## src/hw/rtl/tcc_pkg.sv

```systemverilog
`default_nettype none
// ----------------------------------------------------------------------------
// tcc_pkg
// Shared constants, types and codes of the text console cursor/scroll core.
// ----------------------------------------------------------------------------
package tcc_pkg;

    localparam int COLS       = 80;
    localparam int ROWS       = 25;
    localparam int CELLS      = COLS * ROWS;
    localparam int MOVE_CELLS = (ROWS - 1) * COLS;

    localparam int ROW_W  = $clog2(ROWS + 1);
    localparam int COL_W  = $clog2(COLS + 1);
    localparam int ADDR_W = $clog2(CELLS);

    localparam int FUNC_W  = 2;
    localparam int CHAR_W  = 8;
    localparam int INCOL_W = 7;
    localparam int INROW_W = 5;
    localparam int ATTR_W  = 8;
    localparam int POS_W   = 11;
    localparam int CELL_W  = 16;

    localparam int QDEPTH = 2;
    localparam int QPTR_W = $clog2(QDEPTH);
    localparam int QCNT_W = $clog2(QDEPTH + 1);

    localparam logic [FUNC_W-1:0] FUNC_PUT  = FUNC_W'(0);
    localparam logic [FUNC_W-1:0] FUNC_POS  = FUNC_W'(1);
    localparam logic [FUNC_W-1:0] FUNC_READ = FUNC_W'(2);

    localparam logic [CHAR_W-1:0] CH_NEWLINE = 8'h0A;
    localparam logic [CHAR_W-1:0] CH_RETURN  = 8'h0D;
    localparam logic [CHAR_W-1:0] CH_BLANK   = 8'h20;
    localparam logic [CHAR_W-1:0] CH_LAST    = 8'h7F;

    localparam logic [ATTR_W-1:0] COLOR_RESET = 8'h0F;
    localparam logic [CELL_W-1:0] BLANK_CELL  = 16'h0F20;

    localparam logic [ADDR_W-1:0] COLS_A = ADDR_W'(COLS);
    localparam logic [ADDR_W-1:0] LAST_A = ADDR_W'(CELLS - 1);
    localparam logic [ADDR_W-1:0] MOVE_A = ADDR_W'(MOVE_CELLS);

    typedef struct packed {
        logic              do_write;
        logic              do_read;
        logic              do_scroll;
        logic [ADDR_W-1:0] addr;
        logic [CELL_W-1:0] data;
        logic [POS_W-1:0]  pos;
        logic [ATTR_W-1:0] fill_attr;
    } t_cmd;

    typedef struct packed {
        logic valid;
        t_cmd cmd;
    } t_q_head;

endpackage
`default_nettype wire

```

## src/hw/rtl/tcc_queue.sv

```systemverilog
`default_nettype none
// ----------------------------------------------------------------------------
// tcc_queue
// Short command queue between front end and back end.
// ----------------------------------------------------------------------------
module tcc_queue
    import tcc_pkg::*;
(
    input  wire logic  i_clk,
    input  wire logic  i_rst_n,
    input  wire logic  i_push,
    input  wire t_cmd  i_cmd,
    input  wire logic  i_pop,
    output logic       o_full,
    output t_q_head    o_head
);

    t_cmd              r_mem [QDEPTH];
    logic [QPTR_W-1:0] r_wptr;
    logic [QPTR_W-1:0] r_rptr;
    logic [QCNT_W-1:0] r_count;
    logic              do_pop;

    assign do_pop = i_pop && (r_count != '0);

    function automatic logic [QPTR_W-1:0] ptr_inc(input logic [QPTR_W-1:0] p);
        ptr_inc = (p == QPTR_W'(QDEPTH - 1)) ? '0 : p + QPTR_W'(1);
    endfunction

    always_ff @(posedge i_clk) begin
        if (i_push) begin
            r_mem[r_wptr] <= i_cmd;
        end
    end

    always_ff @(posedge i_clk) begin
        if (!i_rst_n) begin
            r_wptr  <= '0;
            r_rptr  <= '0;
            r_count <= '0;
        end else begin
            if (i_push) begin
                r_wptr <= ptr_inc(r_wptr);
            end
            if (do_pop) begin
                r_rptr <= ptr_inc(r_rptr);
            end
            if (i_push && !do_pop) begin
                r_count <= r_count + QCNT_W'(1);
            end else if (!i_push && do_pop) begin
                r_count <= r_count - QCNT_W'(1);
            end
        end
    end

    assign o_full       = (r_count == QCNT_W'(QDEPTH));
    assign o_head.valid = (r_count != '0);
    assign o_head.cmd   = r_mem[r_rptr];

endmodule
`default_nettype wire

```

## config.mk

```make
export PLATFORM = sky130hd
export DESIGN_NAME = tcc_queue
export DESIGN_NICKNAME = d
export VERILOG_FILES = /design/src/hw/rtl/tcc_pkg.sv /design/src/hw/rtl/tcc_queue.sv
export SDC_FILE = /design/constraint.sdc
export NUM_CORES = 1
export LEC_CHECK = 0
export BUFFER_PORTS_ARGS = -buffer_cell sky130_fd_sc_hd__buf_2
export CORE_UTILIZATION = 45
export CTS_CLUSTER_SIZE = 40
export DETAILED_ROUTE_END_ITERATION = 16
export HOLD_SLACK_MARGIN = 0.06
export PLACE_DENSITY = 0.7
export SYNTH_ARGS = -nofsm -noshare
export SYNTH_HDL_FRONTEND = slang
export SYNTH_SLANG_ARGS = --single-unit
```

## constraint.sdc

```tcl
create_clock -name i_clk -period 6.4 [get_ports i_clk]
set_clock_uncertainty 0.1 [all_clocks]
set_input_delay 0.32 -clock i_clk [delete_from_list [all_inputs] [get_ports i_clk]]
set_output_delay 0.32 -clock i_clk [all_outputs]
set_load 0.01 [all_outputs]
```

==> impl_metrics.yaml, run 1 <==
clock_network:
  clockRootBuffer: "clkbuf_8"
  insertion_delay_ns: 0.34
  cts.path.max_buffers: 2
  clock_sinks: 103
  htreeDepth: 3
  cts_tree: "built"
  cts.reportedPaths.clkPinSlew_ns: 0.08
  cts_buffers: 9
  postCtsSetupBuffers: 0
grt:
  grt_max_degree: 50
  antenna_found_initial: 0
  grt_pass1_vias: 2165
  grt_overflow: 0
  gr-usage-all-layers: 0.158
  grt_pass1_wl_um: 10200
outcome:
  status: "completed"
floorplanning:
  die-height_um: 93.3
  core-area_mm2: 0.00789
  initial_core_util: 0.475
  die_w_um: 93.3
  num_rows: 32
  pin_count: 104
  die_area_mm2: 0.00870
sta:
  setup_ws_ns: 3.90
  timing.fmax_mhz: 401
  worst_slew_pin_slew_ns: 1.19
  rsz0062_at_grt: "no"
  tns_ns: 0
  finalCriticalPeriod_ns: 2.50
  setup_viol: 0
  final_max_slew_viol_count: 0
  hold_violations: 0
  holdWs_ns: 0.136
  slew_headroom: 0.204
  finalCritPeriodShare: 0.390
setup_path:
  r2r_start: "r_wptr"
  crit_fanout: 49
  critical_path_class: "register to output port"
  critical_path_required_ns: 5.98
  r2r-end: "r_mem[0][41]"
  crit_end: "o_head[45]"
  ff2ff_path_depth: 2
  start_kind: "register"
  crit_arrival_ns: 2.08
  r2r_slack_ns: 4.59
  crit_path_end_kind: "output port"
synth:
  synth_seq_cells: 103
  seq_area_frac_synth: 0.812
  avgSynthCellArea_um2: 21.5
  synthTopCellsByArea: "edfxtp_1, mux2_2, dfxtp_1, and2_1, nor2b_1"
  yosys.area.top_type: "edfxtp_1"
  netlist_instances: 174
  yosysWarningCount: 0
  netlist_area_mm2: 0.00375
  synth.distinct_cells: 17
  syn_nets: 228
  synth_top_area_frac: 0.785
drt:
  antenna_left: 0
  wl_per_cell_um: 15.2
  routed_wl_um: 6670
  via_count: 2080
  drt_iter0_drc: 86
  viasPerCell: 4.73
  drt-pass1-iter-count: 4
  drc: 0
pwr:
  power_density_mw_per_mm2: 308
  ir_worst_vdd_v: 0.000171
  finalPower_w: 0.00155
  p_leak_nw: 1.89
job:
  max_cap_viol_count: 0
worst_hold_path:
  hold_class: "input port to register"
layout:
  syn2layout_area_growth_pct: 34.3
  antenna_cells: 0
  layout.nets: 388
  multi_input_area_um2: 681
  seqCellArea_mm2: 0.00304
  fillers: 615
  final_layout_size_suffix_gt1_frac: 0.506
placement:
  port-buffer-count: 103
  dp_hpwl_um: 3870
  dp_slack_ns: 4.24
  place.gp.congestion: 0.639
logic make-up after synthesis:
group	after synthesis	synth area share
buffers and inverters	5	0.00901
multiplexers	49	0.147
adder cells (fa/ha/maj)	1	0.00334
AND/OR/NAND/NOR	9	0.0150
AO/OA/AOI/OAI	4	0.00667
XOR/XNOR	3	0.00701
flip-flops	103	0.812
power breakdown:
group | total, W | switching (W) | leakage, nW | internal (W)
registers | 0.000852 | 0.0000662 | 0.961 | 0.000786
clock network | 0.000340 | 0.000203 | 0.0724 | 0.000137
logic | 0.000357 | 0.000143 | 0.855 | 0.000214
cell usage in the layout, fill, tap and decap left out:
master / Yosys / final
buf_2: 3 / 103
edfxtp_1: 98 / 98
mux2_2: 49 / 49
dlygate4sd3_1: 0 / 49
clkbuf_8: 0 / 9
dfxtp_1: 5 / 4
and2_1: 4 / 3
clkinvlp_4: 0 / 3
nor2b_1: 3 / 2
xnor2_1: 2 / 2
clkinv_1: 0 / 2
buf_4: 1 / 2
or2_2: 1 / 1
o21ai_1: 1 / 1
and2_2: 0 / 1
nor2b_4: 0 / 1
o21a_1: 1 / 1
xor2_1: 1 / 1
o21ai_0: 1 / 1
or3_1: 1 / 1
a21boi_1: 1 / 1
ha_1: 1 / 1
dfxtp_2: 0 / 1
clkinv_4: 0 / 1
area by class of cell:
cell class	instances	area share
clock buffers	9	0.0246
flip-flops and latches	103	0.604
well taps	102	0.0253
repair buffers	154	0.203
multi-input cells	66	0.135
clock inverters	6	0.00770
worst min-delay path by stage:
stage,end,slack (ns),start,depth (start not counted)
after floorplan,r_mem[0][0],0.32,i_cmd[0],0
after global placement,r_count[1],0.39,r_count[1],2
after detailed placement,r_count[1],0.41,r_count[1],2
after CTS,r_wptr,0.12,i_rst_n,2
after global routing,r_wptr,0.12,i_rst_n,2
final,r_wptr,0.14,i_rst_n,2
sequential cells by signal, indices dropped and copies added, names as in the netlist, named ones only:
name	cells
r_count	2
r_wptr	1
r_mem	98
r_rptr	1
critical path, cell delays in order (launching register included):
cell	delay [ns]
dfxtp_2	1.13
mux2_2	0.43
buf_2	0.14
per-layer routing:
metal  up-vias  GRT usage  share of wire
li1        996          -              -
met1      1000      0.185           0.42
met4         0     0.0692          0.014
met3        11     0.0325          0.058
met2        73      0.282           0.50
met5         -          0              0
repair_timing:
| item | CTS | global route |
|---|---|---|
| hold buffers | 49 | 0 |
| resized for setup | 0 | 0 |
| hold endpoints to repair | 97 | 0 |
synthesized netlist by cell type, drive strengths merged:
cell,number
dfxtp,5
ha,1
or3,1
mux2,49
edfxtp,98
xor2,1
a21boi,1
buf,5
o21ai,2
xnor2,2
nor2b,3
and2,4
o21a,1
or2,1
through the flow:
stage               cells  instance area (um2)  utilization
finish                440                 5040        0.638
global route          440                 5040        0.638
global placement      376                 4380        0.556
detailed placement    376                 4380        0.556
floorplan             174                 3750            -
CTS                   440                 5040        0.638
Power figures use the tool's default switching activity.
==> run 2, diff against run 1 <==
Clock period 6.4 ns to 2.4 ns, I/O delays scaled along.
==> impl_metrics.yaml, run 2 (same netlist as run 1, synthesis figures left out) <==
outcome:
  status: "completed"
grt:
  antenna_found_initial: 0
  grt_pass1_vias: 2112
  grt_overflow: 0
  gr-usage-all-layers: 0.160
  grt_pass1_wl_um: 10200
  grt_max_degree: 37
worst_hold_path:
  hold_start: "i_pop"
  timing.hold.worst_path_depth: 4
  hold_class: "input port to register"
setup_path:
  start_kind: "register"
  critical_path_class: "register to output port"
  crit_end: "o_head[14]"
  crit_arrival_ns: 1.81
  r2r_slack_ns: 0.77
  crit_fanout: 19
  critical_path_required_ns: 2.18
  r2r-end: "r_wptr"
  r2r_start: "r_wptr"
  crit_path_end_kind: "output port"
  ff2ff_path_depth: 4
drt:
  drc: 0
  drt_iter0_drc: 66
  routed_wl_um: 6620
  viasPerCell: 4.74
  wl_per_cell_um: 14.8
  drt-pass1-iter-count: 4
  via_count: 2113
  antenna_left: 0
clock_network:
  htreeDepth: 3
  insertion_delay_ns: 0.35
  postCtsSetupBuffers: 0
  cts.reportedPaths.clkPinSlew_ns: 0.09
  clock_sinks: 103
  cts_buffers: 9
  cts.path.max_buffers: 2
  clockRootBuffer: "clkbuf_8"
  cts_tree: "built"
sta:
  rsz0062_at_grt: "no"
  finalCriticalPeriod_ns: 2.03
  final_max_slew_viol_count: 0
  tns_ns: 0
  finalCritPeriodShare: 0.845
  hold_violations: 0
  setup_viol: 0
  timing.fmax_mhz: 493
  worst_slew_pin_slew_ns: 0.494
  slew_headroom: 0.671
layout:
  layout_commonest_cell: "buf_2"
  final_area_mm2: 0.00515
  final_layout_size_suffix_gt1_frac: 0.515
  syn2layout_area_growth_pct: 37.3
  largest_register_ffs: 98
  largest-register: "r_mem"
  top_regs: "r_mem x98, r_count x2"
  final_cell_mix: "buf_2, edfxtp_1, dlygate4sd3_1, mux2_2, clkbuf_8"
  layout.nets: 393
  antenna_cells: 0
pwr:
  ir_worst_vdd_v: 0.000471
  power_density_mw_per_mm2: 845
  p_leak_nw: 1.94
job:
  max_cap_viol_count: 0
floorplanning:
  initial_core_util: 0.475
  die_area_mm2: 0.00870
  num_rows: 32
  pin_count: 104
  core-area_mm2: 0.00789
  die-height_um: 93.3
  die_w_um: 93.3
placement:
  dp_hpwl_um: 4090
  placed_cell_area_mm2: 0.00443
  place.gp.congestion: 0.674
  port-buffer-count: 103
run 2: area by class of cell:
type	count	area [um2]
Timing Repair Buffer	159	1090
Sequential cell	103	3040
Fill cell	585	2740
Tap cell	102	128
Clock inverter	7	81.3
Clock buffer	9	124
Multi-Input combinational cell	66	681
run 2: power by group:
part           internal [W]  switching, W
Clock              0.000494      0.000587
Sequential          0.00210     0.0000988
Combinational      0.000605      0.000467
run 2: worst max-delay path, cell delays in order (launching register included):
cell and delay [ns]:
dfxtp_2 0.65, buf_4 0.30, mux2_2 0.35, buf_2 0.14
run 2: worst min path at each step:
stage                        end  slack [ns]
floorplan            r_mem[0][0]        0.12
CTS                     register        0.14
finish                  register        0.15
global route              r_rptr        0.18
global placement    r_mem[0][16]        0.21
detailed placement  r_mem[1][33]        0.21
run 2: layer usage:
layer | GRT usage | wire [um] | part of all wire | vias up
met2 | 0.267 | 3260 | 0.49 | 81
met1 | 0.199 | 2800 | 0.42 | 1008
li1 | - | - | - | 1011
met5 | 0 | 0 | 0 | -
met4 | 0.0808 | 137 | 0.021 | 0
met3 | 0.0333 | 419 | 0.063 | 13
run 2: repair_timing:
action,in CTS,in global routing
endpoints found under the hold margin,103,0
hold buffers,51,0
resized for setup,0,0
run 2: through the flow:
step,hold slack [ns],setup slack [ns],power (W),utilization,instances
after floorplan,0.119,0.266,0.00287,-,174
after global placement,0.209,0.737,0.00324,0.562,379
after detailed placement,0.211,0.725,0.00325,0.562,379
after CTS,0.141,0.323,0.00440,0.652,446
after global routing,0.185,0.256,0.00456,0.652,446
final,0.154,0.373,0.00435,0.652,446
