<file path="config.mk">
export PLATFORM = sky130hd
export DESIGN_NAME = tcc_front
export DESIGN_NICKNAME = d
export VERILOG_FILES = /design/src/hw/rtl/tcc_pkg.sv /design/src/hw/rtl/tcc_front.sv
export SDC_FILE = /design/constraint.sdc
export NUM_CORES = 1
export LEC_CHECK = 0
export BUFFER_PORTS_ARGS = -buffer_cell sky130_fd_sc_hd__buf_4
export CAP_MARGIN = 15
export CORE_MARGIN = 2
export CORE_UTILIZATION = 39
export DETAILED_ROUTE_END_ITERATION = 16
export SETUP_SLACK_MARGIN = 0.1
export SLEW_MARGIN = 0
export SYNTH_ARGS = -nofsm -noshare
export SYNTH_HDL_FRONTEND = slang
export SYNTH_SLANG_ARGS = --single-unit
</file>
<file path="constraint.sdc">
create_clock -name i_clk -period 4.3 [get_ports i_clk]
set_input_delay 0.43 -clock i_clk [delete_from_list [all_inputs] [get_ports i_clk]]
set_output_delay 0.43 -clock i_clk [all_outputs]
set_load 0.05 [all_outputs]
</file>
<file path="src/hw/rtl/tcc_pkg.sv">
`default_nettype none
// ----------------------------------------------------------------------------
// tcc_pkg
// Shared constants, types and codes of the text console cursor/scroll core.
// ----------------------------------------------------------------------------
package tcc_pkg;

    localparam int COLS       = 80;
    localparam int ROWS       = 25;
    localparam int CELLS      = COLS * ROWS;
    localparam int MOVE_CELLS = (ROWS - 1) * COLS;

    localparam int ROW_W  = $clog2(ROWS + 1);
    localparam int COL_W  = $clog2(COLS + 1);
    localparam int ADDR_W = $clog2(CELLS);

    localparam int FUNC_W  = 2;
    localparam int CHAR_W  = 8;
    localparam int INCOL_W = 7;
    localparam int INROW_W = 5;
    localparam int ATTR_W  = 8;
    localparam int POS_W   = 11;
    localparam int CELL_W  = 16;

    localparam int QDEPTH = 2;
    localparam int QPTR_W = $clog2(QDEPTH);
    localparam int QCNT_W = $clog2(QDEPTH + 1);

    localparam logic [FUNC_W-1:0] FUNC_PUT  = FUNC_W'(0);
    localparam logic [FUNC_W-1:0] FUNC_POS  = FUNC_W'(1);
    localparam logic [FUNC_W-1:0] FUNC_READ = FUNC_W'(2);

    localparam logic [CHAR_W-1:0] CH_NEWLINE = 8'h0A;
    localparam logic [CHAR_W-1:0] CH_RETURN  = 8'h0D;
    localparam logic [CHAR_W-1:0] CH_BLANK   = 8'h20;
    localparam logic [CHAR_W-1:0] CH_LAST    = 8'h7F;

    localparam logic [ATTR_W-1:0] COLOR_RESET = 8'h0F;
    localparam logic [CELL_W-1:0] BLANK_CELL  = 16'h0F20;

    localparam logic [ADDR_W-1:0] COLS_A = ADDR_W'(COLS);
    localparam logic [ADDR_W-1:0] LAST_A = ADDR_W'(CELLS - 1);
    localparam logic [ADDR_W-1:0] MOVE_A = ADDR_W'(MOVE_CELLS);

    typedef struct packed {
        logic              do_write;
        logic              do_read;
        logic              do_scroll;
        logic [ADDR_W-1:0] addr;
        logic [CELL_W-1:0] data;
        logic [POS_W-1:0]  pos;
        logic [ATTR_W-1:0] fill_attr;
    } t_cmd;

    typedef struct packed {
        logic valid;
        t_cmd cmd;
    } t_q_head;

endpackage
`default_nettype wire

</file>
<file path="src/hw/rtl/tcc_front.sv">
`default_nettype none
// ----------------------------------------------------------------------------
// tcc_front
// Front end: holds cursor and color, classifies each word into a command.
// ----------------------------------------------------------------------------
module tcc_front
    import tcc_pkg::*;
(
    input  wire logic               i_clk,
    input  wire logic               i_rst_n,
    input  wire logic               i_accept,
    input  wire logic [FUNC_W-1:0]  i_func,
    input  wire logic [CHAR_W-1:0]  i_char_code,
    input  wire logic [INCOL_W-1:0] i_col,
    input  wire logic [INROW_W-1:0] i_row,
    input  wire logic               i_cfg_we,
    input  wire logic [ATTR_W-1:0]  i_cfg_data,
    output logic                    o_push,
    output t_cmd                    o_cmd
);

    logic [ROW_W-1:0]  r_row, n_row;
    logic [COL_W-1:0]  r_col, n_col;
    logic [ATTR_W-1:0] r_color;

    logic [ADDR_W-1:0] cur_addr;
    logic [ADDR_W-1:0] in_addr;
    logic [ADDR_W-1:0] new_pos;
    logic              on_screen;
    logic              printable;
    t_cmd              cmd;

    assign cur_addr  = ADDR_W'(r_row) * COLS_A + ADDR_W'(r_col);
    assign in_addr   = ADDR_W'(i_row) * COLS_A + ADDR_W'(i_col);
    assign on_screen = (int'(i_col) < COLS) && (int'(i_row) < ROWS);
    assign printable = (i_char_code >= CH_BLANK) && (i_char_code <= CH_LAST);

    always_comb begin
        n_row         = r_row;
        n_col         = r_col;
        cmd.do_write  = 1'b0;
        cmd.do_read   = 1'b0;
        cmd.do_scroll = 1'b0;
        cmd.addr      = in_addr;
        cmd.data      = {r_color, i_char_code};
        cmd.fill_attr = r_color;
        case (i_func)
            FUNC_PUT: begin
                cmd.addr = cur_addr;
                if (i_char_code == CH_NEWLINE) begin
                    n_row = r_row + ROW_W'(1);
                    n_col = '0;
                end else if (i_char_code == CH_RETURN) begin
                    n_col = '0;
                end else if (printable) begin
                    cmd.do_write = 1'b1;
                    if (r_col == COL_W'(COLS - 1)) begin
                        n_col = '0;
                        n_row = r_row + ROW_W'(1);
                    end else begin
                        n_col = r_col + COL_W'(1);
                    end
                end
                if (n_row == ROW_W'(ROWS)) begin
                    cmd.do_scroll = 1'b1;
                    n_row         = ROW_W'(ROWS - 1);
                    n_col         = '0;
                end
            end
            FUNC_POS: begin
                cmd.do_write = on_screen;
            end
            FUNC_READ: begin
                cmd.do_read = on_screen;
            end
            default: begin
            end
        endcase
        new_pos = ADDR_W'(ADDR_W'(n_row) * COLS_A + ADDR_W'(n_col));
        cmd.pos = POS_W'(new_pos);
    end

    always_ff @(posedge i_clk) begin
        if (!i_rst_n) begin
            r_row   <= '0;
            r_col   <= '0;
            r_color <= COLOR_RESET;
        end else begin
            if (i_accept) begin
                r_row <= n_row;
                r_col <= n_col;
            end
            if (i_cfg_we) begin
                r_color <= i_cfg_data;
            end
        end
    end

    assign o_push = i_accept;
    assign o_cmd  = cmd;

endmodule
`default_nettype wire

</file>
==> impl_results.md, run 1 <==
* DRC Markers at 0
* Final cycle utilization of the critical path at 0.945
* FMAX at 246 MHz
* Final non-filler cell total at 492
* ANT cells at 0
* Initial Utilization at 0.403
* Post-synthesis mux area share at 0.0505
* RePlAce Congestion at around 0.88
* Critical path origin: r_col[0]$_SDFFE_PN0P_
* Global Route Usage Sum at 0.187
* Switch share at 0.385
* Status: complete, no violations
* Vias in the first global route at 2486
* Clk pwr share at 0.290
* Cell area after synthesis at 0.00258 mm²
* First-pass GRT wire length at 11400 µm
* Compound-Gate Fraction of Synth Area at 0.171
* Pre-CTS setup slack at 92.3 ps
* Relative slew slack at 0.662
* Crit path to: o_cmd[18]
* Reg2reg setup slack at 2010 ps
* Total CTS buffers at 3
* Post-synth cell types at 55
* Die H at 85.3 µm
* WS Path Type: reg -> out
* Row cnt at 29
* Worst Path Max Fanout at 5
* Latest clock arrival within the worst-skew pair at 270 ps
* GRT overflow at 0
* H-tree depth at 1
* VDD IR-drop max at 0.000170 V
* Vias at around 2700
* Initial antenna violation count at 0
* Antenna-violating nets left at 0
* Crit. End Element: output port
* Slew @ Worst Pin at roughly 500 ps
* FFs w/ async S/R, synth at 0
* Sequential power share at 0.289
* Xor/xnor share of the synthesized area at 0.0884
* Synth warn at 0
* Critical path data required time at 3870 ps
* Power density over the cells at approximately 190 mW/mm²
* Final TNS setup at 0 ps
* Hold-fix buffers, CTS at 0
* P_int at 412 µW
* EDFF count, synth at 0
* Critical R2R Capture: r_col[6]$_SDFFE_PN0P_
* Psw at 258 µW
* I/O Buffers at 83
* Setup violators final at 0
* Combinational share of power at 0.421
* Clock slew seen by the registers of the worst setup and hold paths at 80 ps
* Mean Syn Cell Area at slightly below 8 µm²
* Post-synthesis instance total at 330
* Max-cap violation count at 0
* Slew Viols, Final at 0
* Fill count at 595
* Final worst path period need at roughly 4100 ps
* Wirelength per Cell at 14.4 µm
* Worst setup margin at 238 ps
* Via density per instance at 5.41
* Syn_nets at 399
* Die area at roughly 0.0073 mm²
* Adder-Cell Fraction of Synth Area at 0.187
* Most frequent cells in the layout: buf_4, nand2_1, ha_1, nor2_1, inv_1
* Fraction of layout cells with a size suffix above 1 at 0.373
* Ys flop type: dfxtp_1
* I/O pin cnt at 84
* Clock root cell: clkbuf_8
* Core Region at 0.00639 mm²
* Power Total at approximately 670 µW
* Starting DRC count in detailed routing at 311
* Nets at 485
* Final hold vios at 0
* Clk_skew at 5.23 ps
* CP startpoint kind: register
* First-pass DRT Iterations at 4
* Area Overhead vs Synth at 40.1%
* Seq/Total Area, Yosys at 0.155
* HPWL after detailed placement at 5480 µm
* CTS Buffer Depth at 2
* Worst Path Arrival at 3630 ps
* CTS tree: done
* Largest net degree at the start of global routing at 17
* Worst r2r path cells at 8
* Drt total wl at 7060 µm
* Largest family of logic cells by synthesized area: simple AND/OR/NAND/NOR gates
* Die width at 85.3 µm
* Num Clock Sinks at 20
* Simple-Gate Fraction of Synth Area at 0.240
* Hold Path Class: in -> reg
* Unrepaired setup endpoints after global routing: no
* Static Leak at 0.00167 µW
* Placed cells at 478
* Leading cell type in the layout, fill and taps excluded: buf_4
* Worst R2R Start: r_col[0]$_SDFFE_PN0P_
* Storage cell area at 407 µm²
* Seq cells post-synth at 20
* Multi-input logic area at 0.00211 mm²
==> timing repair <==
| item | CTS | global route |
|---|---|---|
| pin swaps | 4 | 18 |
| gates resized for setup | 14 | 25 |
| setup buffers | 1 | 9 |
| setup endpoints to repair | 1 | 2 |
==> how the worst min path moves through the flow <==
stage | from | to | slack [ps] | depth (start not counted)
2_1_floorplan | r_col[5]$_SDFFE_PN0P_ | r_col[5]$_SDFFE_PN0P_ | 480 | 2
3_3_place_gp | r_color[0]$_SDFFE_PN1P_ | r_color[0]$_SDFFE_PN1P_ | 480 | 2
3_5_place_dp | r_color[2]$_SDFFE_PN1P_ | r_color[2]$_SDFFE_PN1P_ | 490 | 2
4_1_cts | i_cfg_data[1] | r_color[1]$_SDFFE_PN1P_ | 370 | 3
5_1_grt | i_cfg_data[1] | r_color[1]$_SDFFE_PN1P_ | 380 | 3
6_report | i_cfg_data[1] | r_color[1]$_SDFFE_PN1P_ | 380 | 3
==> registers in the layout, indices dropped and copies added, names as in the netlist <==
signal	cells
r_row	5
r_color	8
r_col	7
==> power groups by stage <==
stage,combinational (µW),sequential (µW),clock (µW)
4_1_cts,284,194,197
5_1_grt,301,195,204
3_3_place_gp,280,198,0
3_5_place_dp,282,198,0
6_report,282,194,195
2_1_floorplan,184,214,0
==> worst max-delay path, cell delays in order (launching register included) <==
cell and delay [ps]:
dfxtp_4 390, ha_4 160, nand3_4 80, or4_4 430
buf_4 180, a211oi_4 260, xor2_2 230, ha_4 250
fa_2 590, nand3_2 70, a211o_1 230, nand4_1 170
xor2_4 160, buf_6 170
==> layer usage <==
layer  wire, µm  vias to the layer above  GRT usage
met2       3420                      106      0.310
met3        445                       11     0.0107
li1           -                     1326          -
met5          0                        -          0
met4        125                        0     0.0534
met1       3070                     1220      0.261
==> logic make-up (layout without fill, tap and decap cells) <==
logic type,after synthesis,count (layout)
mux,13,13
xor+xnor,26,26
buf+inv,50,135
compound gates,66,66
flops,20,20
fa+ha+maj,35,35
simple gates,120,120
==> synthesized netlist by cell type, drive strengths merged (2+ instances only) <==
| master | number | area [µm²] |
|---|---|---|
| o22ai | 2 | 12.5 |
| nor2 | 23 | 88.8 |
| mux2i | 13 | 130 |
| inv | 18 | 67.6 |
| or4 | 7 | 56.3 |
| o2111ai | 3 | 26.3 |
| clkbuf | 9 | 33.8 |
| a31oi | 8 | 50.1 |
| ha | 29 | 363 |
| nand2 | 41 | 154 |
| buf | 23 | 174 |
| nor4 | 3 | 25.0 |
| nand3 | 14 | 70.1 |
| nor2b | 4 | 25.0 |
| xnor2 | 18 | 158 |
| a311oi | 2 | 17.5 |
| and3 | 2 | 17.5 |
| nor4b | 2 | 17.5 |
| or2 | 3 | 18.8 |
| nor3b | 3 | 22.5 |
| fa | 6 | 120 |
| o21ai | 15 | 75.1 |
| nor3 | 3 | 15.0 |
| nand3b | 2 | 15.0 |
| xor2 | 8 | 70.1 |
| nand2b | 3 | 18.8 |
| a21oi | 18 | 90.1 |
| a211oi | 2 | 20.0 |
| nand4 | 4 | 25.0 |
| dfxtp | 20 | 400 |
| a21o | 6 | 45.0 |
==> layout make-up <==
| type | count | area share |
|---|---|---|
| tap | 77 | 0.0267 |
| inverter | 18 | 0.0187 |
| clock inverter | 1 | 0.00832 |
| timing repair buffer | 113 | 0.237 |
| multi-input combinational | 260 | 0.585 |
| clock buffer | 3 | 0.0114 |
| sequential | 20 | 0.113 |
==> stage by stage <==
step,utilization,hold slack [ps],cell area (µm²)
floorplan,-,483,2600
global placement,0.511,484,3260
detailed placement,0.511,490,3260
CTS,0.535,371,3420
global route,0.565,382,3610
finish,0.565,376,3610
(Power assumes the default switching activity.)
==> run 2: changes to the inputs <==
--- a/config.mk
+++ b/config.mk
@@ -5,13 +5,13 @@
 export SDC_FILE = /design/constraint.sdc
 export NUM_CORES = 1
 export LEC_CHECK = 0
-export BUFFER_PORTS_ARGS = -buffer_cell sky130_fd_sc_hd__buf_4
 export CAP_MARGIN = 15
 export CORE_MARGIN = 2
 export CORE_UTILIZATION = 39
 export DETAILED_ROUTE_END_ITERATION = 16
+export DONT_BUFFER_PORTS = 1
+export PLACE_DENSITY = 0.49
 export SETUP_SLACK_MARGIN = 0.1
-export SLEW_MARGIN = 0
 export SYNTH_ARGS = -nofsm -noshare
 export SYNTH_HDL_FRONTEND = slang
 export SYNTH_SLANG_ARGS = --single-unit
==> impl_results.md, run 2 (synthesis results as in run 1) <==
* Worst Path Max Fanout at 5
* Clock root cell: clkbuf_8
* Worst path bufs/invs at 2
* Fraction of layout cells with a size suffix above 1 at 0.218
* DRC Markers at 0
* Vias in the first global route at 2258
* CP startpoint kind: register
* Drt total wl at 6210 µm
* Hold Path Class: in -> reg
* Multi-input logic area at 0.00204 mm²
* Row cnt at 29
* Latest clock arrival within the worst-skew pair at 260 ps
* Sequential power share at 0.388
* Worst path top cell family by delay: adder cells
* ANT cells at 0
* Reg2reg setup slack at between 2000 and 2500 ps
* Core Region at about 0.0064 mm²
* Final TNS setup at 0 ps
* Critical path's largest stage delay at 600 ps
* I/O pin cnt at 84
* Largest Register: r_color
* Unrepaired setup endpoints after global routing: yes
* Worst R2R Start: r_col[0]$_SDFFE_PN0P_
* RePlAce Congestion at just under 0.9
* VDD IR-drop max at roughly 0.00018 V
* Clk pwr share at 0.329
* Clk_skew at about 1.4 ps
* Leading cell type in the layout, fill and taps excluded: nand2_1
* HPWL after detailed placement at 5020 µm
* Static Leak at 0.00126 µW
* Status: complete, no violations
* Placed cells at between 400 and 500
* H-tree depth at 1
* Worst Path Arrival at 3640 ps
* Slew @ Worst Pin at 1130 ps
* Num Clock Sinks at 20
* Max reg flops at 8
* Initial antenna violation count at 0
* Via density per instance at 5.62
* Nets at 405
* Combinational share of power at 0.283
* WS Path Type: reg -> out
* Psw at 216 µW
* Largest regs: r_color: 8 flops, r_col: 7 flops, r_row: 5 flops
* Final hold vios at 0
* CTS Buffer Depth at 2
* Post-route cell area at 0.00295 mm²
* Total CTS buffers at 3
* Die H at 85.3 µm
* Final non-filler cell total at 412
* FMAX at ~250 MHz
* Crit. End Element: output port
* Hold path start: i_rst_n
* Max-cap violation count at 0
* Antenna-violating nets left at 0
* Most frequent cells in the layout: nand2_1, buf_4, ha_1, nor2_1, inv_1
* I/O Buffers at 0
* Slew Viols, Final at 0
* Final worst path period need at 4070 ps
* Vias at 2315
* Setup violators final at 0
* Placed cell areas at 0.00271 mm²
* Switch share at 0.373
* Final cycle utilization of the critical path at 0.947
* Global Route Usage Sum at 0.169
* Wirelength per Cell at between 15 and 20 µm
* Clock slew seen by the registers of the worst setup and hold paths at approximately 80 ps
* GRT overflow at 0
* Power density over the cells at 197 mW/mm²
* Cell Chain, Critical Path: ha_4, nand3_4, or4_4, buf_6, a211oi_2, xor2_1, ha_1, fa_2, nand3_2, a211o_1, nand4_1, xor2_4, buf_12
* Critical path data required time at 3870 ps
* Slowest cell on crit path: fa_2
* Critical path origin: r_col[0]$_SDFFE_PN0P_
* Fill count at 652
* Largest net degree at the start of global routing at 19
* Die area at 0.00727 mm²
* CTS tree: done
* Area Overhead vs Synth at 14.7%
* Initial Utilization at 0.403
* Storage cell area at approximately 410 µm²
* Die width at 85.3 µm
* P_int at roughly 360 µW
* First-pass GRT wire length at 10200 µm
* Starting DRC count in detailed routing at 120
* First-pass DRT Iterations at 4
* Relative slew slack at 0.228
[run 2: cell count changes in the layout (fill, tap and decap cells not counted), moves of 2 or more]
cell / previous run / this run
buf_4: 111 / 30
ha_4: 5 / 2
dfxtp_1: 17 / 15
dfxtp_2: 2 / 4
ha_1: 23 / 25
nor4_2: 0 / 2
o21ai_1: 1 / 3
xnor2_1: 15 / 17
xnor2_2: 3 / 1
[run 2: cell type report]
cell class | instances | share of cell area
clock inverter | 1 | 0.0102
sequential | 20 | 0.139
inverter | 18 | 0.0229
clock buffer | 3 | 0.0140
timing repair buffer | 33 | 0.0906
tap | 77 | 0.0326
multi-input combinational | 260 | 0.691
[run 2: worst paths after layout]
kind / to / cells after the start
max: o_cmd[18] / 13
min: r_color[1]$_SDFFE_PN1P_ / 1
max reg2reg: r_col[6]$_SDFFE_PN0P_ / 7
min reg2reg: r_col[6]$_SDFFE_PN0P_ / 2
[run 2: layer usage]
metal	GRT usage	vias up	wire (µm)	share of wire
li1	-	1168	-	-
met1	0.237	1070	2890	0.46
met2	0.261	71	2870	0.46
met3	0.0311	6	384	0.062
met4	0.0577	0	71	0.011
met5	0	-	0	0
[run 2: per-stage QoR]
stage	hold WS [ps]	util	worst slack, ps	total power, µW
6_report	223	0.463	226	581
5_1_grt	209	0.463	68.8	607
4_1_cts	217	0.446	111	587
3_5_place_dp	496	0.425	242	395
3_3_place_gp	495	0.425	286	395
2_1_floorplan	483	-	97.7	398
[run 2: worst register-to-register path, cell delays in order, from the launching register on]
cell and delay (ps):
dfxtp_2 340, ha_4 180, nand3_4 100, nor4_2 60, buf_4 170, or4_4 580
or4_1 520, a31oi_1 170
[run 2: what timing repair did]
item,CTS,global route
gates resized for setup,12,20
pin swaps,6,13
gates cloned,0,0
hold buffers,0,0
setup endpoints to repair,1,1
setup buffers,1,4
[run 2: power groups by stage]
stage               clock (µW)  sequential, µW  combinational [µW]
floorplan                    0             214                 184
global placement             0             230                 165
detailed placement           0             230                 165
CTS                        195             226                 166
global route               203             226                 178
finish                     191             225                 164
